<file path="config.mk">
export PLATFORM = sky130hd
export DESIGN_NAME = motor_feedback_frame_decoder
export DESIGN_NICKNAME = d
export VERILOG_FILES = /design/src/rtl/mfd_pkg.sv /design/src/rtl/motor_feedback_frame_decoder.sv /design/src/rtl/mfd_frame_rx.sv /design/src/rtl/mfd_angle.sv
export SDC_FILE = /design/constraint.sdc
export NUM_CORES = 1
export LEC_CHECK = 0
export BUFFER_PORTS_ARGS = -buffer_cell sky130_fd_sc_hd__buf_2
export CAP_MARGIN = 20
export CORE_ASPECT_RATIO = 1.1
export CORE_MARGIN = 2
export CORE_UTILIZATION = 41
export DETAILED_ROUTE_END_ITERATION = 7
export MAX_ROUTING_LAYER = met4
export PLACE_DENSITY = 0.54
export SYNTH_ARGS = -nofsm -noshare
export SYNTH_HDL_FRONTEND = slang
export SYNTH_SLANG_ARGS = --single-unit
export TNS_END_PERCENT = 50
</file>
<file path="constraint.sdc">
create_clock -name clk -period 9.44 [get_ports clk]
set_clock_uncertainty 0.2 [all_clocks]
set_input_delay 1.416 -clock clk [delete_from_list [all_inputs] [get_ports clk]]
set_output_delay 1.416 -clock clk [all_outputs]
set_load 0.005 [all_outputs]
</file>
<file path="src/rtl/mfd_pkg.sv">
// ============================================================================
// Motor feedback frame decoder package
// Shared constants and the decoded frame record passed between stages.
// ============================================================================
`default_nettype none

package mfd_pkg;

    localparam int FRAME_BYTES   = 10;
    localparam int STORED_BYTES  = FRAME_BYTES - 1;
    localparam int IDX_W         = $clog2(FRAME_BYTES + 1);
    localparam logic [IDX_W-1:0] IDX_FULL     = IDX_W'(STORED_BYTES);
    localparam logic [IDX_W-1:0] IDX_OVERFLOW = IDX_W'(FRAME_BYTES);

    localparam int POS_W   = 16;
    localparam int DIFF_W  = POS_W + 1;
    localparam int SCALE_W = 19;
    localparam int PROD_W  = DIFF_W + SCALE_W;
    localparam int TDEG_W  = 25;
    localparam int SUM_W   = 50;
    localparam int ANGLE_W = 33;
    localparam int FRAC_DROP = 16;

    localparam logic signed [DIFF_W-1:0]  TURN_JUMP    = 17'sd16384;
    localparam logic signed [SCALE_W-1:0] SCALE_Q24    = 19'sd184326;
    localparam logic signed [TDEG_W-1:0]  DEG_PER_TURN = 25'sd360;

    localparam int OUT_DATA_W = 136;

    typedef struct packed {
        logic        [7:0]  motor_id;
        logic        [7:0]  motor_mode;
        logic signed [15:0] motor_current;
        logic signed [15:0] speed_rpm;
        logic        [15:0] position_raw;
        logic        [7:0]  fault_byte;
        logic        [7:0]  check_byte;
        logic signed [15:0] turn_count;
    } frame_t;

endpackage

`default_nettype wire

</file>
<file path="src/rtl/motor_feedback_frame_decoder.sv">
// ============================================================================
// Motor feedback frame decoder
// Decodes 10-byte motor feedback frames into fields, a turn count and an
// absolute angle in Q.8 degrees.
// ============================================================================
// A frame passes the frame register, the multiplier stage, the wide sum stage
// and the output register; the multiplier and wide sum stages set its depth.
// One byte per cycle is taken unless back-pressure holds the receiver.
// Reset clears the byte counter, the turn state, the offset and all valid
// flags; no clearing pass is needed.
`default_nettype none

module motor_feedback_frame_decoder (
    input  wire logic                              clk,
    input  wire logic                              rst_n,
    input  wire logic                              s_axis_tvalid,
    output logic                                   s_axis_tready,
    // rx_byte [7:0]
    input  wire logic [7:0]                        s_axis_tdata,
    input  wire logic                              s_axis_tlast,
    output logic                                   m_axis_tvalid,
    input  wire logic                              m_axis_tready,
    // motor_id [7:0], motor_mode [15:8], motor_current [31:16],
    // speed_rpm [47:32], position_raw [63:48], fault_byte [71:64],
    // check_byte [79:72], turn_count [95:80], angle_q8 [128:96]
    output logic [mfd_pkg::OUT_DATA_W-1:0]         m_axis_tdata,
    input  wire logic                              cfg_valid,
    output logic                                   cfg_ready,
    input  wire logic [15:0]                       cfg_data
);

    logic [15:0]                          offset_reg;
    logic                                 rx_valid;
    logic                                 rx_ready;
    mfd_pkg::frame_t                      rx_frame;
    logic signed [mfd_pkg::DIFF_W-1:0]    rx_diff;
    logic                                 ang_valid;
    logic                                 ang_ready;
    mfd_pkg::frame_t                      ang_frame;
    logic [mfd_pkg::ANGLE_W-1:0]          ang_angle;
    logic                                 out_valid_reg;
    logic [mfd_pkg::OUT_DATA_W-1:0]       out_data_reg;
    logic [mfd_pkg::OUT_DATA_W-1:0]       out_data_next;

    assign cfg_ready = 1'b1;

    always_ff @(posedge clk or negedge rst_n)
    begin
        if (!rst_n)
        begin
            offset_reg <= '0;
        end
        else if (cfg_valid && cfg_ready)
        begin
            offset_reg <= cfg_data;
        end
    end

    mfd_frame_rx u_frame_rx (
        .clk       (clk),
        .rst_n     (rst_n),
        .in_valid  (s_axis_tvalid),
        .in_ready  (s_axis_tready),
        .in_byte   (s_axis_tdata),
        .in_last   (s_axis_tlast),
        .offset    (offset_reg),
        .out_valid (rx_valid),
        .out_ready (rx_ready),
        .out_frame (rx_frame),
        .out_diff  (rx_diff)
    );

    mfd_angle u_angle (
        .clk       (clk),
        .rst_n     (rst_n),
        .in_valid  (rx_valid),
        .in_ready  (rx_ready),
        .in_frame  (rx_frame),
        .in_diff   (rx_diff),
        .out_valid (ang_valid),
        .out_ready (ang_ready),
        .out_frame (ang_frame),
        .out_angle (ang_angle)
    );

    assign ang_ready = !out_valid_reg || m_axis_tready;

    assign out_data_next = {7'd0,
                            ang_angle,
                            ang_frame.turn_count,
                            ang_frame.check_byte,
                            ang_frame.fault_byte,
                            ang_frame.position_raw,
                            ang_frame.speed_rpm,
                            ang_frame.motor_current,
                            ang_frame.motor_mode,
                            ang_frame.motor_id};

    always_ff @(posedge clk or negedge rst_n)
    begin
        if (!rst_n)
        begin
            out_valid_reg <= 1'b0;
        end
        else if (ang_ready)
        begin
            out_valid_reg <= ang_valid;
        end
    end

    always_ff @(posedge clk)
    begin
        if (ang_ready && ang_valid)
        begin
            out_data_reg <= out_data_next;
        end
    end

    assign m_axis_tvalid = out_valid_reg;
    assign m_axis_tdata  = out_data_reg;

    // A decoded frame only appears after a byte marked last was taken.
    assert property (@(posedge clk) disable iff (!rst_n)
        $rose(rx_valid) |-> $past(s_axis_tvalid && s_axis_tready && s_axis_tlast))
        else $error("decoded frame without a final byte");

    // A new result word comes from the angle stages.
    assert property (@(posedge clk) disable iff (!rst_n)
        $rose(m_axis_tvalid) |-> $past(ang_valid))
        else $error("result word without angle data");

    // The angle stages hold their result while the output register is full.
    assert property (@(posedge clk) disable iff (!rst_n)
        (ang_valid && !ang_ready) |=> ang_valid)
        else $error("angle result dropped under stall");

endmodule

`default_nettype wire

</file>
<file path="src/rtl/mfd_frame_rx.sv">
// ============================================================================
// Frame receiver
// Collects frame bytes, checks the frame length, tracks full turns and
// registers one decoded frame for the angle stages.
// ============================================================================
`default_nettype none

module mfd_frame_rx (
    input  wire logic                              clk,
    input  wire logic                              rst_n,
    input  wire logic                              in_valid,
    output logic                                   in_ready,
    input  wire logic [7:0]                        in_byte,
    input  wire logic                              in_last,
    input  wire logic [15:0]                       offset,
    output logic                                   out_valid,
    input  wire logic                              out_ready,
    output mfd_pkg::frame_t                        out_frame,
    output logic signed [mfd_pkg::DIFF_W-1:0]      out_diff
);

    logic [mfd_pkg::IDX_W-1:0] byte_index_reg;
    logic [mfd_pkg::IDX_W-1:0] byte_index_next;
    logic [7:0]                frame_reg [mfd_pkg::STORED_BYTES];
    logic [15:0]               prev_pos_reg;
    logic signed [15:0]        turns_reg;
    logic signed [15:0]        turns_next;
    logic                      valid_reg;
    logic                      valid_next;
    mfd_pkg::frame_t           frame_out_reg;
    logic signed [mfd_pkg::DIFF_W-1:0] diff_reg;

    logic                      accept;
    logic                      good_end;
    logic [15:0]               pos;
    logic signed [mfd_pkg::DIFF_W-1:0] jump;

    assign in_ready = !valid_reg || out_ready;
    assign accept   = in_valid && in_ready;
    assign good_end = accept && in_last && (byte_index_reg == mfd_pkg::IDX_FULL);
    assign pos      = {frame_reg[6], frame_reg[7]};
    assign jump     = $signed({1'b0, prev_pos_reg}) - $signed({1'b0, pos});

    always_comb
    begin
        byte_index_next = byte_index_reg;
        if (accept)
        begin
            if (in_last)
            begin
                byte_index_next = '0;
            end
            else if (byte_index_reg < mfd_pkg::IDX_FULL)
            begin
                byte_index_next = byte_index_reg + mfd_pkg::IDX_W'(1);
            end
            else
            begin
                byte_index_next = mfd_pkg::IDX_OVERFLOW;
            end
        end
    end

    always_comb
    begin
        turns_next = turns_reg;
        if (jump < -mfd_pkg::TURN_JUMP)
        begin
            turns_next = turns_reg - 16'sd1;
        end
        else if (jump > mfd_pkg::TURN_JUMP)
        begin
            turns_next = turns_reg + 16'sd1;
        end
    end

    always_comb
    begin
        valid_next = valid_reg;
        if (good_end)
        begin
            valid_next = 1'b1;
        end
        else if (out_ready)
        begin
            valid_next = 1'b0;
        end
    end

    always_ff @(posedge clk or negedge rst_n)
    begin
        if (!rst_n)
        begin
            byte_index_reg <= '0;
            prev_pos_reg   <= '0;
            turns_reg      <= '0;
            valid_reg      <= 1'b0;
        end
        else
        begin
            byte_index_reg <= byte_index_next;
            valid_reg      <= valid_next;
            if (good_end)
            begin
                prev_pos_reg <= pos;
                turns_reg    <= turns_next;
            end
        end
    end

    always_ff @(posedge clk)
    begin
        for (int i = 0; i < mfd_pkg::STORED_BYTES; i++)
        begin
            if (accept && !in_last && (byte_index_reg == mfd_pkg::IDX_W'(i)))
            begin
                frame_reg[i] <= in_byte;
            end
        end
        if (good_end)
        begin
            frame_out_reg.motor_id      <= frame_reg[0];
            frame_out_reg.motor_mode    <= frame_reg[1];
            frame_out_reg.motor_current <= $signed({frame_reg[2], frame_reg[3]});
            frame_out_reg.speed_rpm     <= $signed({frame_reg[4], frame_reg[5]});
            frame_out_reg.position_raw  <= pos;
            frame_out_reg.fault_byte    <= frame_reg[8];
            frame_out_reg.check_byte    <= in_byte;
            frame_out_reg.turn_count    <= turns_next;
            diff_reg <= $signed({1'b0, pos}) - $signed({1'b0, offset});
        end
    end

    assign out_valid = valid_reg;
    assign out_frame = frame_out_reg;
    assign out_diff  = diff_reg;

endmodule

`default_nettype wire

</file>
<file path="src/rtl/mfd_angle.sv">
// ============================================================================
// Angle stages
// Scales the offset position to Q.24 degrees, adds the full turns and
// truncates the sum toward zero to Q.8.
// ============================================================================
`default_nettype none

module mfd_angle (
    input  wire logic                              clk,
    input  wire logic                              rst_n,
    input  wire logic                              in_valid,
    output logic                                   in_ready,
    input  wire mfd_pkg::frame_t                   in_frame,
    input  wire logic signed [mfd_pkg::DIFF_W-1:0] in_diff,
    output logic                                   out_valid,
    input  wire logic                              out_ready,
    output mfd_pkg::frame_t                        out_frame,
    output logic [mfd_pkg::ANGLE_W-1:0]            out_angle
);

    logic                                 mul_valid_reg;
    logic                                 sum_valid_reg;
    logic                                 mul_ready;
    logic                                 sum_ready;
    mfd_pkg::frame_t                      mul_frame_reg;
    mfd_pkg::frame_t                      sum_frame_reg;
    logic signed [mfd_pkg::PROD_W-1:0]    prod_reg;
    logic signed [mfd_pkg::TDEG_W-1:0]    tdeg_reg;
    logic signed [mfd_pkg::SUM_W-1:0]     sum_reg;
    logic signed [mfd_pkg::SUM_W-1:0]     sum_next;
    logic        [mfd_pkg::SUM_W-1:0]     biased;

    assign sum_ready = !sum_valid_reg || out_ready;
    assign mul_ready = !mul_valid_reg || sum_ready;
    assign in_ready  = mul_ready;

    assign sum_next = mfd_pkg::SUM_W'(prod_reg)
                    + mfd_pkg::SUM_W'($signed({tdeg_reg, 24'd0}));

    // Adding all ones below the kept bits of a negative sum turns the floor
    // of the shift into truncation toward zero.
    assign biased = sum_reg
                  + {{(mfd_pkg::SUM_W - mfd_pkg::FRAC_DROP){1'b0}},
                     {mfd_pkg::FRAC_DROP{sum_reg[mfd_pkg::SUM_W-1]}}};

    always_ff @(posedge clk or negedge rst_n)
    begin
        if (!rst_n)
        begin
            mul_valid_reg <= 1'b0;
            sum_valid_reg <= 1'b0;
        end
        else
        begin
            if (mul_ready)
            begin
                mul_valid_reg <= in_valid;
            end
            if (sum_ready)
            begin
                sum_valid_reg <= mul_valid_reg;
            end
        end
    end

    always_ff @(posedge clk)
    begin
        if (mul_ready && in_valid)
        begin
            mul_frame_reg <= in_frame;
            prod_reg      <= mfd_pkg::PROD_W'(in_diff)
                           * mfd_pkg::PROD_W'(mfd_pkg::SCALE_Q24);
            tdeg_reg      <= mfd_pkg::TDEG_W'(in_frame.turn_count) * mfd_pkg::DEG_PER_TURN;
        end
        if (sum_ready && mul_valid_reg)
        begin
            sum_frame_reg <= mul_frame_reg;
            sum_reg       <= sum_next;
        end
    end

    assign out_valid = sum_valid_reg;
    assign out_frame = sum_frame_reg;
    assign out_angle = biased[mfd_pkg::FRAC_DROP + mfd_pkg::ANGLE_W - 1:mfd_pkg::FRAC_DROP];

endmodule

`default_nettype wire
</file>
# Word level (Yosys, flattened, before mapping)

Memory sizes are Yosys's and may differ from the RTL's. A register that Yosys moved wholly into a read port is not among the register bits.
Cells that the tools add are included.

Add/sub/neg operators: 7
Multiply operators: 2
Order comparisons: 3
Equal/unequal tests: 9
Multiplexer cells: 48
Reduce and logical (&&, ||, !) cells: 35

Operator list:

| cell                                                                               | number |
|---|---|
| 8-bit two-way mux                                                                  | 8 |
| 8-bit OR reduction                                                                 | 8 |
| 36-bit by 49-bit adder with 50-bit output                                          | 1 |
| 49-bit by 16-bit adder with 49-bit output                                          | 1 |
| 4-bit two-way mux                                                                  | 10 |
| 17-bit by 18-bit multiplier with 35-bit output (second input constant)             | 1 |
| 16-bit by 16-bit subtractor with 17-bit output                                     | 2 |
| 16-bit two-way mux                                                                 | 2 |
| 1-bit two-way mux                                                                  | 28 |
| 16-bit by 7-bit multiplier with 22-bit output (second input constant)              | 1 |
| 17-bit by 16-bit greater-than comparator with 1-bit output (second input constant) | 1 |
| 17-bit by 15-bit < comparator with 1-bit output (second input constant)            | 1 |
| 16-bit by 2-bit adder with 16-bit output (second input constant)                   | 1 |
| 4-bit by 3-bit equality test with 1-bit output (second input constant)             | 4 |
| 1-bit logical AND                                                                  | 16 |
| 16-bit by 2-bit subtractor with 16-bit output (second input constant)              | 1 |
| 4-bit by 2-bit equality test with 1-bit output (second input constant)             | 2 |
| 4-bit equality test (second input constant)                                        | 2 |
| 1-bit logical NOT                                                                  | 5 |
| 4-bit by 1-bit adder with 4-bit output (second input constant)                     | 1 |
| 4-bit by 1-bit equality test with 1-bit output (second input constant)             | 1 |
| 4-bit logical NOT                                                                  | 1 |
| 1-bit logical OR                                                                   | 4 |
| 4-bit < comparator (second input constant)                                         | 1 |
| 2-bit nonzero test                                                                 | 1 |

Flip-flop bits (word level): 541
Bits in writable memories: 72
Input port bits: 30
Output and inout port bits: 139
Logic and storage cells: 137
Memories kept: 1

Memories:

| memory               | words | bits a word | rd ports | clocked after memory_dff | write ports | line               | RTL |
|---|---|---|---|---|---|---|---|
| u_frame_rx.frame_reg | 9     | 8           | 9        | 7                        | 1           | mfd_frame_rx.sv:24 | `logic [7:0] frame_reg [mfd_pkg::STORED_BYTES];` |

# Logic depth before layout (Yosys ltp)

Gate-level depths: netlist of run 1.

Word-level depth: 19
Gate-level depth with buffers: 21
Depth with buffers taken out: 21

# Modules after synthesis

Synthesis of run 1 repeated with hierarchy kept, for this count alone.

Cell total of the unflattened synthesis: 2262
Area total of the unflattened synthesis: 32083.3 µm²

Modules (own cells, without submodules):

| module                       | instances | cells an instance | area an instance (µm²) | sequential area each (µm²) |
|---|---|---|---|---|
| mfd_angle                    | 1         | 1350              | 17685.7                | 8938.6 |
| mfd_frame_rx                 | 1         | 735               | 9763.1                 | 6481.2 |
| motor_feedback_frame_decoder | 1         | 177               | 4634.4                 | 4299.1 |

# Least setup slack after synthesis of run 1

OpenSTA, ideal clock, no wires.

Path kind: input to register
From: input port m_axis_tready
To: register out_data_reg (netlist bit m_axis_tdata[0]) (enable)
Library setup time: 0.634 ns
Data arrival time: 7.200 ns
Required time: 8.606 ns
Setup slack: 1.406 ns
Stages on the path: 2
Path buffers: 0
Cell sequence: nor2b_1 nor2b_1

Word-level cells in the longest chain between the ends: 2

Ends and longest elaborated chain:

| what                   | line                                | RTL |
|---|---|---|
| start: declaration     | motor_feedback_frame_decoder.sv:22  | `input wire logic m_axis_tready,` |
| 1-bit logical OR       | motor_feedback_frame_decoder.sv:86  | `assign ang_ready = !out_valid_reg \|\| m_axis_tready;` |
| 1-bit logical AND      | motor_feedback_frame_decoder.sv:113 | `if (ang_ready && ang_valid)` |
| end signal: assignment | motor_feedback_frame_decoder.sv:115 | `out_data_reg <= out_data_next;` |
| end: declaration       | motor_feedback_frame_decoder.sv:42  | `logic [mfd_pkg::OUT_DATA_W-1:0] out_data_reg;` |

No other way between the ends.
A chain may end at the register's enable or synchronous reset.

# Final worst setup path of run 1

From: register u_frame_rx.diff_reg (netlist bit u_frame_rx.out_diff[6])
To: register u_angle.prod_reg[32] (netlist name), data pin

Word-level cells in the longest chain between the ends: 1

Ends and longest elaborated chain:

| what                                           | line                | RTL |
|---|---|---|
| start: declaration                             | mfd_frame_rx.sv:31  | `logic signed [mfd_pkg::DIFF_W-1:0] diff_reg;` |
| start signal: assignment                       | mfd_frame_rx.sv:130 | `diff_reg <= $signed({1'b0, pos}) - $signed({1'b0, offset});` |
| 17-bit by 18-bit multiplier with 35-bit output | mfd_angle.sv:72     | `* mfd_pkg::PROD_W'(mfd_pkg::SCALE_Q24);` |
| end signal: assignment                         | mfd_angle.sv:71     | `prod_reg <= mfd_pkg::PROD_W'(in_diff)` |
| end: declaration                               | mfd_angle.sv:27     | `logic signed [mfd_pkg::PROD_W-1:0] prod_reg;` |

No other way between the ends.

==> results of run 1 <==
-- power groups by stage --
stage	sequential (mW)	combinational (mW)	clock (mW)
finish	3.25	0.310	2.89
global route	3.25	0.350	3.11
CTS	3.25	0.312	2.99
detailed placement	3.31	0.310	0
global placement	3.31	0.303	0
floorplan	3.31	0.229	0
-- worst max-delay path: stages, from the launching register on --
cell and delay [ns]:
edfxtp_1 0.44, inv_1 0.07, ha_1 0.29, inv_1 0.10, fa_1 0.43, ha_1 0.30, inv_1 0.07, fa_1 0.44
fa_1 0.52, fa_1 0.55, inv_1 0.04, ha_1 0.33, a21o_1 0.21, a21o_1 0.18, a21o_1 0.17, a211oi_1 0.26
o21bai_1 0.11, a32oi_1 0.23, a21oi_1 0.14, a21o_1 0.20, a21oi_1 0.17, xnor2_1 0.08
-- routing by layer --
metal | routed length, microns | vias to the layer above | part of all wire
met1 | 25400 | 8029 | 0.44
met2 | 29100 | 309 | 0.50
li1 | - | 7968 | -
met5 | 0 | - | 0
met4 | 1360 | 0 | 0.023
met3 | 2260 | 85 | 0.039
-- final timing paths --
path	from	endpoint	slack (ns)
max	u_frame_rx.out_diff[6]$_DFFE_PP_	u_angle.prod_reg[32]$_DFFE_PP_	3.63
min	u_frame_rx.frame_reg[1][10]$_DFFE_PP_	u_frame_rx.out_frame[66]$_DFFE_PP_	0.20
max reg2reg	u_frame_rx.out_diff[6]$_DFFE_PP_	u_angle.prod_reg[32]$_DFFE_PP_	3.63
min reg2reg	u_frame_rx.frame_reg[1][10]$_DFFE_PP_	u_frame_rx.out_frame[66]$_DFFE_PP_	0.20
max in group asynchronous	rst_n	u_frame_rx.turns_reg[13]$_DFFE_PN0P_	7.74
min in group asynchronous	rst_n	u_frame_rx.out_valid$_DFFE_PN0P_	0.75
-- area by class of cell --
type	instances	area, sq um
diodes	1	2.50
clock buffers	90	1900
clock inverters	43	576
fillers	6497	39200
inverters	235	885
multi-input cells	1151	9970
flip-flops and latches	666	19700
well taps	963	1200
repair buffers	170	876
-- placed cells by master, fill, tap and decap left out, types with 11 or more instances in the layout --
cell | synthesis | layout
edfxtp_1 | 610 | 610
ha_1 | 267 | 267
inv_1 | 235 | 234
buf_2 | 4 | 160
nand2_1 | 93 | 93
xnor2_1 | 92 | 92
fa_1 | 79 | 79
a21oi_1 | 77 | 77
o21ai_0 | 75 | 75
nor2_1 | 75 | 75
clkbuf_16 | 0 | 72
dfrtp_1 | 56 | 56
xor2_1 | 47 | 47
a21o_1 | 34 | 34
nand3_1 | 32 | 32
and3_1 | 20 | 20
nor3_1 | 19 | 19
nand4_1 | 18 | 18
nor2b_1 | 18 | 17
clkbuf_1 | 17 | 15
and2_1 | 16 | 14
a31oi_1 | 13 | 13
or2_2 | 12 | 12
or3_1 | 11 | 11
clkinv_1 | 0 | 11
-- kinds of logic (layout without fill, tap and decap cells) --
logic type | Yosys count | count (layout) | share of synthesized area
AOI/OAI and AO/OA | 306 | 306 | 0.0653
xor gates and xnor gates | 139 | 139 | 0.0397
adders and majority gates | 346 | 346 | 0.160
buffers and inverters | 266 | 538 | 0.0339
DFF | 666 | 666 | 0.642
muxes | 7 | 7 | 0.00236
other | 2 | 9 | 0.000245
and+or+nand+nor | 345 | 345 | 0.0558
==> flow_results.xml, run 1 <==
<?xml version="1.0" encoding="UTF-8"?>
<metrics>
  <group name="logic_synthesis">
    <metric name="register_bit_total_from_synthesis" unit="">666</metric>
    <metric name="synth.lib_cells_used.distinct" unit="">78</metric>
    <metric name="async_reset_ff_frac" unit="">0.0841</metric>
    <metric name="mapped_cell_area" unit="sq um">30700</metric>
    <metric name="synth_enable_flop_cells" unit="">610</metric>
    <metric name="yosysMostFrequentCell" unit="">edfxtp_1</metric>
    <metric name="synth-main-ff-cell" unit="">edfxtp_1</metric>
    <metric name="yosys.area.top_type_share" unit="">0.597</metric>
    <metric name="netlist_top_cells_area" unit="">edfxtp_1, ha_1, fa_1</metric>
    <metric name="cell_accounting_for_the_most_synthesized_area" unit="">edfxtp_1</metric>
    <metric name="synth.cells.most_frequent" unit="">edfxtp_1, ha_1, inv_1</metric>
    <metric name="post_synth_inst_count" unit="">2077</metric>
    <metric name="yosys_warnings" unit="">0</metric>
    <metric name="synth.yosys.seq_area_share" unit="">0.642</metric>
    <metric name="postSynthAreaPerCell" unit="sq um">14.8</metric>
  </group>
  <group name="power">
    <metric name="power.combinational.fraction" unit="">0.048</metric>
    <metric name="power" unit="mW">6.45</metric>
    <metric name="power_frac_seq" unit="">0.504</metric>
    <metric name="power.net_switching" unit="mW">1.39</metric>
    <metric name="leakagePower" unit="nW">14.1</metric>
    <metric name="cellInternalPower" unit="mW">5.06</metric>
    <metric name="power.density_cell_area" unit="nW/um^2">184</metric>
    <metric name="power.switching_fraction" unit="">0.216</metric>
    <metric name="ir_drop" unit="uV">145</metric>
    <metric name="share_clk_of_total_power" unit="">0.448</metric>
  </group>
  <group name="routing">
    <metric name="remaining_antenna_violation_count" unit="">0</metric>
    <metric name="routedWlPerCell" unit="microns">17.5</metric>
    <metric name="drcViolationCount" unit="">0</metric>
    <metric name="drt-vias-per-instance" unit="">4.94</metric>
    <metric name="num_vias" unit="">16400</metric>
    <metric name="detailedRoute.firstIterationViolations" unit="">1027</metric>
    <metric name="wirelength" unit="microns">58200</metric>
    <metric name="drt-pass1-iter-count" unit="">5</metric>
  </group>
  <group name="grt">
    <metric name="gr-usage-met1" unit="">0.197</metric>
    <metric name="pin_count_of_the_biggest_net_entering_global_routing" unit="">81</metric>
    <metric name="grt_first_pass_wirelength" unit="microns">91900</metric>
    <metric name="grt-busiest-layer" unit="">met2</metric>
    <metric name="met3_use_gr" unit="">0.0245</metric>
    <metric name="via_count_of_the_first_global_routing_pass" unit="">16800</metric>
    <metric name="grt_overflow" unit="">0</metric>
    <metric name="grt_usage" unit="">0.157</metric>
    <metric name="grtUsageMet2" unit="">0.260</metric>
    <metric name="number_of_antenna_violations_at_the_first_check_in_global_routing" unit="">3</metric>
  </group>
  <group name="cts">
    <metric name="clock_tree.htree_level_count" unit="">3</metric>
    <metric name="hold_buffer_count_at_cts" unit="">0</metric>
    <metric name="cts_sinks" unit="">666</metric>
    <metric name="cts_setup_buffers" unit="">0</metric>
    <metric name="cts.reportedPaths.clkPinSlew" unit="ns">0.06</metric>
    <metric name="clk-insertion-delay-late" unit="ns">0.63</metric>
    <metric name="tritoncts" unit="">built</metric>
    <metric name="cts-root-buf" unit="">clkbuf_16</metric>
    <metric name="cts_resized" unit="">0</metric>
    <metric name="tritoncts.num_buffers" unit="">72</metric>
    <metric name="cts-root-to-sink-buffers" unit="">3</metric>
  </group>
  <group name="critical_path">
    <metric name="worstSetupStartpointType" unit="">flop</metric>
    <metric name="r2r_cells" unit="">21</metric>
    <metric name="timing.setup.critical_path_class" unit="">reg2reg</metric>
    <metric name="endpoint_kind" unit="">flop</metric>
    <metric name="timing.critical_path.fanout_max" unit="">5</metric>
    <metric name="worstPathArrival" unit="ns">5.97</metric>
    <metric name="required" unit="ns">9.59</metric>
  </group>
  <group name="cells_and_area">
    <metric name="finish.utilization" unit="">0.473</metric>
    <metric name="layout-drive-gt1-share" unit="">0.131</metric>
    <metric name="flip_flop_count_of_the_largest_register_all_copies_and_words_added" unit="">129</metric>
    <metric name="final_cell_count_no_fill" unit="">3319</metric>
    <metric name="finish.instance_area" unit="sq um">35100</metric>
    <metric name="num-nets-final" unit="">2672</metric>
    <metric name="syn_to_final_growth" unit="%">14.5</metric>
  </group>
  <group name="worst_hold_path">
    <metric name="count_of_cells_along_the_worst_hold_path" unit="">0</metric>
    <metric name="worstHoldPathType" unit="">reg2reg</metric>
  </group>
  <group name="placement">
    <metric name="gp_congestion" unit="">0.851</metric>
    <metric name="placedInstanceArea" unit="sq um">32700</metric>
    <metric name="buffer_ports.inserted" unit="">160</metric>
    <metric name="dp_hpwl" unit="microns">40900</metric>
    <metric name="dp.cells" unit="">3185</metric>
    <metric name="placement.setup.worst_slack" unit="ns">3.68</metric>
  </group>
  <group name="sta">
    <metric name="maximum_clock_frequency" unit="MHz">172</metric>
    <metric name="unrepaired_setup_endpoints_after_global_routing" unit="">false</metric>
    <metric name="worstMarginPinSlew" unit="ns">1.10</metric>
    <metric name="layout_worst_path_cycle_share" unit="">0.616</metric>
    <metric name="max_slew_margin" unit="">0.269</metric>
    <metric name="worst_hold_slack" unit="ns">0.199</metric>
    <metric name="maxSlewViolCount" unit="">0</metric>
    <metric name="setup-violations-final" unit="">0</metric>
    <metric name="final_critical_path_setup_slack" unit="ns">3.63</metric>
    <metric name="final.setup.tns" unit="ns">0</metric>
    <metric name="hold_viol_final" unit="">0</metric>
    <metric name="layout_min_cycle_time" unit="ns">5.81</metric>
  </group>
  <group name="floorplan">
    <metric name="die_h" unit="microns">291</metric>
    <metric name="floorplan.rows" unit="">105</metric>
    <metric name="num_io_pins" unit="">169</metric>
    <metric name="fp.dieW" unit="microns">265</metric>
    <metric name="floorplan.core_area" unit="sq um">74400</metric>
    <metric name="initial_cell_density_of_the_core" unit="">0.413</metric>
    <metric name="dieArea" unit="sq um">77100</metric>
  </group>
  <group name="run">
    <metric name="cap_viol_max_count" unit="">0</metric>
  </group>
  <group name="outcome">
    <metric name="run_status" unit="">finished, final reports clean</metric>
  </group>
</metrics>
Power figures use the tool's default switching activity.
==> run 2: changes to the inputs <==
Settings changed: PLACE_DENSITY 0.54 to 0.56.
Clock period 9.44 ns to 5.28 ns, I/O delays scaled along.
==> flow_results.xml, run 2 (synthesis gave the netlist of run 1 again) <==
<?xml version="1.0" encoding="UTF-8"?>
<metrics>
  <group name="sta">
    <metric name="final_critical_path_setup_slack" unit="ns">-0.0325</metric>
    <metric name="layout_min_cycle_time" unit="ns">5.31</metric>
    <metric name="maxSlewViolCount" unit="">0</metric>
    <metric name="unrepaired_setup_endpoints_after_global_routing" unit="">true</metric>
    <metric name="setup-violations-final" unit="">2</metric>
    <metric name="max_slew_margin" unit="">0.394</metric>
    <metric name="hold_viol_final" unit="">0</metric>
    <metric name="maximum_clock_frequency" unit="MHz">188</metric>
    <metric name="worstMarginPinSlew" unit="ns">0.909</metric>
    <metric name="layout_worst_path_cycle_share" unit="">1.01</metric>
  </group>
  <group name="cells_and_area">
    <metric name="multi_input_comb_area" unit="sq um">10100</metric>
    <metric name="most-common-layout-cells" unit="">edfxtp_1, ha_1, inv_1</metric>
    <metric name="most_frequent_standard_cell_in_the_layout_excluding_fill_and_tap_cells" unit="">edfxtp_1</metric>
    <metric name="finish.utilization" unit="">0.480</metric>
    <metric name="flip_flop_count_of_the_largest_register_all_copies_and_words_added" unit="">129</metric>
    <metric name="layout-drive-gt1-share" unit="">0.159</metric>
    <metric name="num-nets-final" unit="">2721</metric>
    <metric name="syn_to_final_growth" unit="%">16.2</metric>
    <metric name="filler_cell_count" unit="">6379</metric>
    <metric name="seq_area" unit="sq um">19700</metric>
  </group>
  <group name="placement">
    <metric name="dp_hpwl" unit="microns">41200</metric>
    <metric name="placement.setup.worst_slack" unit="ns">-0.307</metric>
    <metric name="gp_congestion" unit="">0.854</metric>
    <metric name="buffer_ports.inserted" unit="">160</metric>
  </group>
  <group name="grt">
    <metric name="pin_count_of_the_biggest_net_entering_global_routing" unit="">80</metric>
    <metric name="via_count_of_the_first_global_routing_pass" unit="">17200</metric>
    <metric name="grt_usage" unit="">0.158</metric>
    <metric name="grt_overflow" unit="">0</metric>
    <metric name="number_of_antenna_violations_at_the_first_check_in_global_routing" unit="">4</metric>
    <metric name="grt_first_pass_wirelength" unit="microns">92400</metric>
  </group>
  <group name="cts">
    <metric name="tritoncts" unit="">built</metric>
    <metric name="clk-insertion-delay-late" unit="ns">0.62</metric>
    <metric name="clock_tree.htree_level_count" unit="">3</metric>
    <metric name="tritoncts.num_buffers" unit="">73</metric>
    <metric name="cts-root-buf" unit="">clkbuf_16</metric>
    <metric name="hold_buffer_count_at_cts" unit="">0</metric>
    <metric name="cts_sinks" unit="">666</metric>
    <metric name="cts-root-to-sink-buffers" unit="">3</metric>
    <metric name="cts.reportedPaths.clkPinSlew" unit="ns">0.06</metric>
  </group>
  <group name="floorplan">
    <metric name="floorplan.core_area" unit="sq um">74400</metric>
    <metric name="num_io_pins" unit="">169</metric>
    <metric name="floorplan.rows" unit="">105</metric>
    <metric name="die_h" unit="microns">291</metric>
    <metric name="initial_cell_density_of_the_core" unit="">0.413</metric>
    <metric name="fp.dieW" unit="microns">265</metric>
    <metric name="dieArea" unit="sq um">77100</metric>
  </group>
  <group name="run">
    <metric name="cap_viol_max_count" unit="">0</metric>
  </group>
  <group name="routing">
    <metric name="drcViolationCount" unit="">0</metric>
    <metric name="detailedRoute.firstIterationViolations" unit="">808</metric>
    <metric name="remaining_antenna_violation_count" unit="">0</metric>
    <metric name="routedWlPerCell" unit="microns">17.3</metric>
    <metric name="drt-pass1-iter-count" unit="">5</metric>
    <metric name="wirelength" unit="microns">58400</metric>
    <metric name="drt-vias-per-instance" unit="">4.94</metric>
    <metric name="num_vias" unit="">16600</metric>
  </group>
  <group name="critical_path">
    <metric name="r2r_cells" unit="">21</metric>
    <metric name="reg2reg_from" unit="">u_frame_rx.out_diff[6]$_DFFE_PP_</metric>
    <metric name="crit-reg2reg-capture" unit="">u_angle.prod_reg[32]$_DFFE_PP_</metric>
    <metric name="timing.critical_path.fanout_max" unit="">3</metric>
    <metric name="worstPathArrival" unit="ns">5.48</metric>
    <metric name="timing.setup.critical_path_class" unit="">reg2reg</metric>
    <metric name="endpoint_kind" unit="">flop</metric>
    <metric name="required" unit="ns">5.44</metric>
    <metric name="worstSetupStartpointType" unit="">flop</metric>
    <metric name="rrSetupSlack" unit="ns">-0.03</metric>
  </group>
  <group name="outcome">
    <metric name="violations" unit="">negative setup slack</metric>
    <metric name="run_status" unit="">finished, violations left</metric>
  </group>
  <group name="power">
    <metric name="leakagePower" unit="nW">14.3</metric>
    <metric name="ir_drop" unit="uV">199</metric>
    <metric name="power" unit="mW">11.5</metric>
    <metric name="power.density_cell_area" unit="nW/um^2">323</metric>
  </group>
  <group name="worst_hold_path">
    <metric name="worstHoldPathType" unit="">in2async</metric>
  </group>
</metrics>
-- run 2: worst max-delay path by stage --
stage	start	to	cells past startpoint
final	u_frame_rx.out_diff[6]$_DFFE_PP_	u_angle.prod_reg[32]$_DFFE_PP_	21
after global routing	u_frame_rx.out_diff[6]$_DFFE_PP_	u_angle.prod_reg[32]$_DFFE_PP_	21
after CTS	u_frame_rx.out_diff[6]$_DFFE_PP_	u_angle.prod_reg[34]$_DFFE_PP_	21
after detailed placement	u_frame_rx.out_diff[6]$_DFFE_PP_	u_angle.prod_reg[32]$_DFFE_PP_	21
after global placement	u_frame_rx.out_diff[6]$_DFFE_PP_	u_angle.prod_reg[32]$_DFFE_PP_	21
after floorplan	m_axis_tready	u_frame_rx.turns_reg[11]$_DFFE_PN0P_	9
-- run 2: through the flow --
step | TNS, ns | hold slack [ns] | std cells | cell area (sq um)
6_report | -0.0592 | 0.146 | 3368 | 35700
2_1_floorplan | -49.25 | 0.200 | 2083 | 30700
5_1_grt | -0.939 | 0.180 | 3368 | 35700
4_1_cts | 0 | 0.150 | 3364 | 35500
3_3_place_gp | -0.935 | 0.201 | 3225 | 33000
3_5_place_dp | -0.932 | 0.205 | 3225 | 33000
-- run 2: timing repair --
item | in CTS | in global routing
buffers inserted | 5 | 4
pin swaps | 21 | 21
setup endpoints to repair | 6 | 8
gates resized for setup | 10 | 17
-- run 2: area by class of cell --
type                       count  area share
clock buffer                  88      0.0531
inverter                     235      0.0249
antenna                        1   0.0000702
multi-input combinational   1151       0.284
clock inverter                46      0.0161
timing repair buffer         218      0.0354
tap                          963      0.0338
sequential                   666       0.553
-- run 2: critical path, cell delays in order, from the launching register on --
cell,delay (ns)
edfxtp_1,0.38
inv_1,0.09
ha_4,0.28
inv_4,0.03
fa_1,0.51
ha_4,0.29
inv_2,0.03
fa_1,0.46
fa_1,0.49
fa_1,0.53
inv_2,0.05
ha_4,0.21
a21o_1,0.17
a21o_1,0.18
a21o_1,0.16
a211oi_2,0.17
o21bai_1,0.12
a32oi_2,0.20
a21oi_1,0.12
a21o_1,0.18
a21oi_2,0.14
xnor2_1,0.07
-- run 2: where the power goes --
part	internal [mW]	leakage (nW)	switching [mW]
logic	0.227	6.99	0.346
registers	5.78	6.12	0.0308
clock network	3.00	1.18	2.12
total	9.01	14.3	2.49
-- run 2: layer usage --
metal	track usage	up-vias	wire [microns]
met4	0.0632	0	1880
met1	0.195	8143	25600
li1	-	8085	-
met3	0.0238	109	2090
met5	-	-	0
met2	0.261	294	28800
